$ cat src/rtl/osm_pkg.sv
// Shared types and constants for the order statistic multiset.
package osm_pkg;
   localparam int unsigned Capacity = 1024;
   localparam int unsigned AddrWidth = $clog2(Capacity);
   localparam int unsigned CountWidth = $clog2(Capacity + 1);
   localparam logic signed [31:0] TopSentinel = 32'sh7fffffff;
   localparam logic signed [31:0] BottomSentinel = -32'sh7fffffff;

   typedef enum logic [1:0] {
      OP_INSERT = 2'd0,
      OP_RANK   = 2'd1,
      OP_SELECT = 2'd2,
      OP_NEIGH  = 2'd3
   } opcode_type;

   // Commands from controller to datapath.
   typedef struct packed {
      logic capture;     // latch the request
      logic search_read; // read the midpoint of the search bounds
      logic search_step; // one binary-search step
      logic search_init; // set search bounds
      logic shift_step;  // move one entry up during insert
      logic write_new;   // write the new value at its slot
      logic read_issue;  // issue the final memory read
      logic respond;     // form and strobe the answer
   } osm_cmd_type;

   // Status from datapath to controller.
   typedef struct packed {
      logic search_done;
      logic shift_done;
      logic store_full;
      opcode_type opcode;
   } osm_status_type;
endpackage

$ cat src/rtl/osm_controller.sv
// Controller: sequences search, insert shifting and the response.
module osm_controller
   import osm_pkg::*;
(
   input  logic           clock,
   input  logic           reset,
   input  logic           start,
   output logic           busy,
   input  osm_status_type status,
   output osm_cmd_type    cmd
);
   typedef enum logic [6:0] {
      ST_IDLE  = 7'b0000001,
      ST_INIT  = 7'b0000010,
      ST_READ  = 7'b0000100,
      ST_CMP   = 7'b0001000,
      ST_FETCH = 7'b0010000,
      ST_SHIFT = 7'b0100000,
      ST_DONE  = 7'b1000000
   } state_type;

   state_type state_ff, state_in;

   always_comb begin
      state_in = state_ff;
      cmd = '0;
      unique case (state_ff)
         ST_IDLE: begin
            if (start) begin
               cmd.capture = 1'b1;
               state_in = ST_INIT;
            end
         end
         ST_INIT: begin
            if (status.opcode == OP_INSERT && status.store_full) begin
               state_in = ST_IDLE;
            end else begin
               cmd.search_init = 1'b1;
               state_in = (status.opcode == OP_SELECT) ? ST_FETCH : ST_READ;
            end
         end
         ST_READ: begin
            // Issue the read of the midpoint (rd_idx defaults to mid).
            if (status.search_done) begin
               state_in = ST_FETCH;
            end else begin
               cmd.search_read = 1'b1;
               state_in = ST_CMP;
            end
         end
         ST_CMP: begin
            cmd.search_step = 1'b1;
            state_in = ST_READ;
         end
         ST_FETCH: begin
            cmd.read_issue = 1'b1;
            state_in = (status.opcode == OP_INSERT) ? ST_SHIFT : ST_DONE;
         end
         ST_SHIFT: begin
            cmd.shift_step = 1'b1;
            if (status.shift_done) begin
               cmd.write_new = 1'b1;
               state_in = ST_IDLE;
            end
         end
         ST_DONE: begin
            cmd.respond = 1'b1;
            state_in = ST_IDLE;
         end
         default: state_in = ST_IDLE;
      endcase
   end

   always_ff @(posedge clock) begin
      if (reset) state_ff <= ST_IDLE;
      else state_ff <= state_in;
   end

   assign busy = (state_ff != ST_IDLE);
endmodule

$ cat config.mk
export PLATFORM = sky130hd
export DESIGN_NAME = osm_controller
export DESIGN_NICKNAME = d
export VERILOG_FILES = /design/src/rtl/osm_pkg.sv /design/src/rtl/osm_controller.sv
export SDC_FILE = /design/constraint.sdc
export NUM_CORES = 1
export LEC_CHECK = 0
export BUFFER_PORTS_ARGS = -buffer_cell sky130_fd_sc_hd__buf_2
export CELL_PAD_IN_SITES_DETAIL_PLACEMENT = 1
export CELL_PAD_IN_SITES_GLOBAL_PLACEMENT = 1
export CORE_UTILIZATION = 29
export CTS_CLUSTER_DIAMETER = 150
export DETAILED_ROUTE_END_ITERATION = 6
export PLACE_DENSITY_LB_ADDON = 0.08
export SLEW_MARGIN = 20
export SYNTH_ARGS = -nofsm -noshare
export SYNTH_HDL_FRONTEND = slang
export SYNTH_SLANG_ARGS = --single-unit
export TNS_END_PERCENT = 50
$ cat constraint.sdc
create_clock -name clock -period 2.4 [get_ports clock]
set_input_delay 0.48 -clock clock [delete_from_list [all_inputs] [get_ports clock]]
set_output_delay 0.48 -clock clock [all_outputs]
set_load 0.05 [all_outputs]
* Word-level counts from Yosys, hierarchy flattened *
Cells that the tools add are included.

operators by class
  equal/unequal tests = 11
  muxes and demuxes = 18
  reductions and logical operators = 3

operators by type and width
  cell                                                             number
  7-bit one-hot mux with 6 select lines                            1
  7-bit 2-to-1 mux                                                 3
  5-bit 2-to-1 mux                                                 3
  1-bit 2-to-1 mux                                                 10
  7-bit by 1-bit == test with 1-bit output, second input constant  1
  7-bit by 2-bit == test with 1-bit output, second input constant  1
  7-bit by 3-bit == test with 1-bit output, second input constant  1
  7-bit by 4-bit == test with 1-bit output, second input constant  1
  7-bit by 5-bit == test with 1-bit output, second input constant  1
  7-bit by 6-bit == test with 1-bit output, second input constant  1
  7-bit == test, second input constant                             1
  7-bit by 1-bit != test with 1-bit output, second input constant  1
  2-bit != test, second input constant                             2
  2-bit == test, second input constant                             1
  2-bit zero test                                                  1
  2-bit 2-to-1 mux                                                 1
  2-bit AND reduction                                              1
  1-bit logical AND                                                1

storage, ports and cells
  flip-flop bits (word level) = 7
  input port bits = 8
  output and inout port bits = 9
  word-level logic and storage cells = 33

* Logic depth before layout (Yosys ltp) *
Gate-level depths: netlist of the first run.

  depth in word-level cells = 4
  mapped depth = 5

* Worst setup path after synthesis of the first run *
OpenSTA, ideal clock, no wires.

  path type = reg-to-output
  start = register state_ff[4]
  end = output cmd[7] in the netlist's numbering
  data arrival time = 2.052 ns
  data required time = 1.920 ns
  slack = -0.132 ns
  stages on the path, launching flop included = 5
  path buffers = 1
  cell sequence = dfxtp_1 > buf_6 > nor4_1 > nand3_1 > nor2_1

RTL lines
  item                    line                  source
  from (decl)             osm_controller.sv:22  state_type state_ff, state_in;
  from (signal assigned)  osm_controller.sv:76  else state_ff <= state_in;
  to (decl)               osm_controller.sv:10  output osm_cmd_type cmd

==> results of run 1 <==
-- Yosys cell counts, drive strengths merged --
| master | n | area (µm²) |
|---|---|---|
| a22oi | 1 | 7.51 |
| o21bai | 1 | 7.51 |
| nand3 | 1 | 5.00 |
| a41oi | 1 | 8.76 |
| o31a | 1 | 8.76 |
| buf | 3 | 30.0 |
| nand2 | 2 | 7.51 |
| and3 | 4 | 31.3 |
| nor4 | 3 | 18.8 |
| nor3b | 2 | 15.0 |
| nor2 | 13 | 56.3 |
| nor3 | 2 | 10.0 |
| or4b | 1 | 10.0 |
| a32o | 1 | 10.0 |
| a31oi | 3 | 18.8 |
| nor2b | 1 | 6.26 |
| and4b | 1 | 10.0 |
| inv | 3 | 11.3 |
| or4 | 1 | 11.3 |
| and2 | 2 | 12.5 |
| or3 | 1 | 7.51 |
| o21ai | 1 | 5.00 |
| a21oi | 3 | 15.0 |
| a211oi | 1 | 7.51 |
| dfxtp | 7 | 140 |
| xnor2 | 1 | 8.76 |
-- report_power, final --
part | internal [mW] | switching [mW] | total (mW)
clock network | 0.0632 | 0.0399 | 0.103
logic | 0.0299 | 0.0572 | 0.0872
registers | 0.121 | 0.00511 | 0.126
-- worst paths after layout --
| kind | to | cells after the start | start |
|---|---|---|---|
| worst max-delay path | cmd[2] | 4 | state_ff[2] |
| worst min-delay path | state_ff[2] | 2 | reset |
| worst max register to register | state_ff[0] | 4 | state_ff[6] |
| worst min register to register | state_ff[4] | 2 | state_ff[0] |
-- critical path: stages (launching register included) --
cell and delay (ns):
dfxtp_1 0.39, nor4_1 0.47, and3_1 0.28, and2_1 0.13, buf_2 0.25
-- stage by stage --
step                hold WS, ns  power, mW  area, µm²  cells  setup slack [ns]
floorplan                 0.528      0.194        483     61            0.0782
global placement          0.605      0.216        561     91             0.385
detailed placement        0.607      0.216        561     91             0.419
CTS                       0.482      0.323        587     95             0.146
global route              0.490      0.337        587     95           0.00463
finish                    0.487      0.316        587     95             0.150
-- layer usage --
layer	part of all wire (%)	global-route usage (%)	vias to the layer above
li1	-	-	261
met1	49	20.7	246
met3	4.0	6.38	0
met4	0	3.75	0
met5	0	0	-
met2	47	23.3	8
-- cells by family (layout without fill, tap and decap cells) --
logic type / after synthesis / count (layout)
DFF: 7 / 7
AOI/OAI and AO/OA: 13 / 13
and+or+nand+nor: 34 / 34
buffers and inverters: 6 / 24
xor gates and xnor gates: 1 / 1
-- final cells by class --
| class | count | area [µm²] |
|---|---|---|
| Tap cell | 16 | 20.0 |
| Sequential cell | 7 | 140 |
| Timing Repair Buffer | 17 | 87.6 |
| Inverter | 3 | 11.3 |
| Fill cell | 191 | 937 |
| Multi-Input combinational cell | 48 | 302 |
| Clock buffer | 4 | 26.3 |
-- cell usage in the layout (no fill, tap or decap) --
cell      synthesis  layout
buf_2             0      16
xnor2_1           1       1
a31oi_1           3       3
a21oi_1           3       3
inv_1             3       3
nor2_4            1       1
nor2_2            0       1
and4b_1           1       1
a22oi_1           1       1
nor3b_1           2       2
buf_4             1       1
clkbuf_4          0       3
and2_1            2       2
a211oi_1          1       1
and3_4            1       1
and3_2            1       1
a32o_1            1       1
nor2b_1           1       1
nor3_1            2       2
nor4_1            3       3
o21bai_1          1       1
or4_4             1       1
nor2_1           12      11
o31a_1            1       1
nand2_1           2       2
or4b_1            1       1
and3_1            2       2
dfxtp_1           7       7
or3_2             1       1
clkbuf_1          0       1
a41oi_1           1       1
o21ai_0           1       1
nand3_1           1       1
==> flow_summary_export.csv, run 1 <==
group,metric,value,unit
synthesis,syn-cell-area,480,µm²
synthesis,seq_area_frac_synth,29.2,%
power_and_ir_drop,power_density,539,mW/mm²
synthesis,ys_types,30,
grt,gr-total-overflow,0,
floorplanning,coreArea,0.00152,mm²
routing,route.detailed.wl_per_inst,13.1,µm
routing,wl,1250,µm
cts,clkTransAtPathRegs,0.05,ns
floorplanning,start_util,31.5,%
timing,setup_viol,0,
timing,hold_viol_final,0,
floorplanning,die_y,42.7,µm
final_layout,fin_nets,88,
synthesis,synth_nets,69,
timing,fin_skew,0.00178,ns
cts,post_cts_buffers,0,
status,status,"complete, no violations",
critical_path,crit_fanout,8,
cts,clk_path_buf_depth,2,
critical_path,start_kind,"register",
cts,cts_resized,0,
run,maxCapViolations,0,
cts,clock-sinks,7,
place,routabilityCongestion,0.798,
routing,viasPerCell,5.42,
critical_path,end_kind,"output pin",
power_and_ir_drop,leakage,0.272,nW
synthesis,muxShareOfSynthArea,0,%
synthesis,ys_ff_latch,7,
synthesis,synth_fa_ha_area_share,0,%
cts,clock_tree.root_cell,"clkbuf_4",
synthesis,synth_simple_gate_area_share,41.9,%
critical_path,cp.arrival,1.77,ns
timing,maxSlewHeadroom,69.0,%
final_layout,top_regs,"state_ff x7",
timing,maxSlewViolCount,0,
final_layout,largest_register,"state_ff",
critical_path,path_class,"register to output pin",
timing,fin_crit_sh,93.8,%
cts,cts_tree,"done",
cts,cts_hold_repair.buffers,0,
routing,via_count,515,
cts,cts_htree_levels,1,
routing,ant_nets,0,
synthesis,synth_top_family_by_area,"simple AND/OR/NAND/NOR gates",
synthesis,synth.avg_cell_area,7.88,µm²
grt,grt_max_degree,11,
critical_path,worst_ep_required_time,1.92,ns
final_layout,largest_register_ff_count,7,
grt,antenna_found_initial,0,
timing,period_minus_slack,2.25,ns
floorplanning,fp.dieW,42.7,µm
synthesis,netlist_instances,61,
final_layout,drive_above_1_share,32.9,%
place,port_buffers,16,
floorplanning,pin_count,17,
timing,rsz0062_at_grt,"false",
final_layout,post-route-util,38.5,%
grt,track_usage,15.6,%
place,hpwl,968,µm
floorplanning,dieArea,0.00182,mm²
timing,tns,0,ns
grt,grt_pass1_wl,2140,µm
cts,cts_made_buffers,3,
worst_hold_path,hold_class,"input port to register",
final_layout,antenna_cells,0,
grt,grt_pass1_vias,484,
timing,worst_slew_pin_slew,0.461,ns
cts,clock_latency,0.24,ns
floorplanning,rows,14,
final_layout,area_growth,22.1,%
power_and_ir_drop,vdd_drop_max,0.399,mV
routing,drtIter0Drc,12,
timing,maxClockFrequency,444,MHz
routing,drt_pre_antenna_iters,3,
synthesis,synth_xor_area_share,1.82,%
synthesis,synth_warnings,0,
critical_path,r2r_slack,0.89,ns
routing,route.detailed.drc,0,
synthesis,synth_compound_area_share,18.5,%
No activity file was read; power rests on OpenSTA's default activity.
==> run 2: changes to the inputs <==
RECOVER_POWER = 100   (was not set)
==> run 2 against run 1 <==
  * Utilization fell by 0.33 points
  * Maximum frequency down 1.7%
  * Worst setup slack got worse by 0.040 ns
  * Critical endpoint is now cmd[6]
  * Critical path depth unchanged
  * Via count is 0.58% lower
  * Register-to-register slack is essentially flat
  * Wire length down 1.2%
  * Worst hold slack barely moved
==> flow_summary_export.csv, run 2 (same netlist as run 1, synthesis figures left out) <==
group,metric,value,unit
final_layout,final_common_cell,"nor2_1",
run,maxCapViolations,0,
routing,route.detailed.drc,0,
power_and_ir_drop,vdd_drop_max,0.399,mV
timing,period_minus_slack,2.29,ns
final_layout,top_regs,"state_ff x7",
final_layout,drive_above_1_share,30.4,%
floorplanning,start_util,31.5,%
floorplanning,fp.dieW,42.7,µm
cts,cts_tree,"done",
timing,hold_viol_final,0,
timing,fin_crit_sh,95.4,%
routing,ant_nets,0,
cts,clk_path_buf_depth,2,
timing,maxClockFrequency,437,MHz
floorplanning,dieArea,0.00182,mm²
grt,grt_pass1_wl,2140,µm
timing,setup_viol,0,
routing,viasPerCell,5.39,
power_and_ir_drop,power_density,543,mW/mm²
final_layout,stdcell_area,582,µm²
critical_path,cp.arrival,1.81,ns
timing,worst_slew_pin_slew,0.595,ns
final_layout,antenna_cells,0,
critical_path,end_kind,"output pin",
grt,gr-total-overflow,0,
cts,cts_resized,0,
floorplanning,die_y,42.7,µm
cts,clkTransAtPathRegs,0.05,ns
place,port_buffers,16,
routing,drtIter0Drc,15,
final_layout,layout_common_cells,"11 x nor2_1, 10 x buf_2, 7 x dfxtp_1",
place,place_area,561,µm²
final_layout,nFillCells,194,
cts,cts_hold_repair.buffers,0,
final_layout,post-route-util,38.2,%
timing,hold_ws,0.487,ns
timing,fin_skew,0.00251,ns
cts,cts_made_buffers,3,
floorplanning,rows,14,
status,status,"complete, no violations",
grt,grt_max_degree,11,
cts,clock_latency,0.24,ns
cts,clock_tree.root_cell,"clkbuf_4",
cts,cts_htree_levels,1,
grt,grt_pass1_vias,484,
critical_path,start_kind,"register",
routing,wl,1230,µm
critical_path,path_class,"register to output pin",
final_layout,seq_area,140,µm²
final_layout,largest_register_ff_count,7,
power_and_ir_drop,leakage,0.264,nW
final_layout,multi_input_area,298,µm²
power_and_ir_drop,p_total,0.316,mW
critical_path,worst_ep_required_time,1.92,ns
cts,post_cts_buffers,0,
cts,clock-sinks,7,
final_layout,largest_register,"state_ff",
final_layout,area_growth,21.1,%
routing,route.detailed.wl_per_inst,13.0,µm
timing,rsz0062_at_grt,"false",
routing,drt_pre_antenna_iters,3,
routing,via_count,512,
timing,maxSlewViolCount,0,
grt,track_usage,15.6,%
worst_hold_path,hold_class,"input port to register",
place,routabilityCongestion,0.798,
floorplanning,coreArea,0.00152,mm²
grt,antenna_found_initial,0,
place,hpwl,968,µm
floorplanning,pin_count,17,
timing,tns,0,ns
final_layout,fin_nets,88,
timing,maxSlewHeadroom,60.5,%
critical_path,crit_fanout,7,
[run 2: changes by cell type in the layout (fill, tap and decap cells not counted)]
cell / delta
and2_0: +1
clkbuf_1: +1
clkbuf_2: +5
or4_4: -1
or4_1: +1
buf_2: -6
and2_1: -1
[run 2: path summary, 6_finish.rpt]
kind,from,end,slack [ns],cells after the start
min reg2reg,state_ff[0],state_ff[4],0.61,2
max reg2reg,state_ff[4],state_ff[0],0.89,4
min,reset,state_ff[2],0.49,2
max,state_ff[6],cmd[6],0.11,4
[run 2: through the flow]
| stage | setup WS (ns) | instances |
|---|---|---|
| final | 0.110 | 95 |
| after global routing | 0.00463 | 95 |
| after CTS | 0.146 | 95 |
| after detailed placement | 0.419 | 91 |
| after global placement | 0.385 | 91 |
| after floorplan | 0.0782 | 61 |
[run 2: layout make-up]
cell class                      count  area share, %
Tap cell                           16           3.44
Clock buffer                        4           4.52
Inverter                            3           1.94
Sequential cell                     7           24.1
Timing Repair Buffer               17           14.8
Multi-Input combinational cell     48           51.2
[run 2: metal layers]
metal  part of all wire [%]  wire (µm)  track usage [%]  vias to the layer above
li1                       -          -                -                      264
met1                     49        607             20.7                      240
met2                     47        574             23.3                        8
met3                    4.1         50             6.38                        0
met4                      0          0             3.75                        0
met5                      0          0                0                        -
[run 2: where the power goes]
group	switching [mW]	internal (mW)
clock	0.0395	0.0632
combinational	0.0574	0.0296
sequential	0.00507	0.121
[run 2: worst max-delay path, stage by stage (launching register included)]
cell	delay, ns
dfxtp_1	0.37
or4_1	0.61
nor2_4	0.13
and3_4	0.19
clkbuf_2	0.26
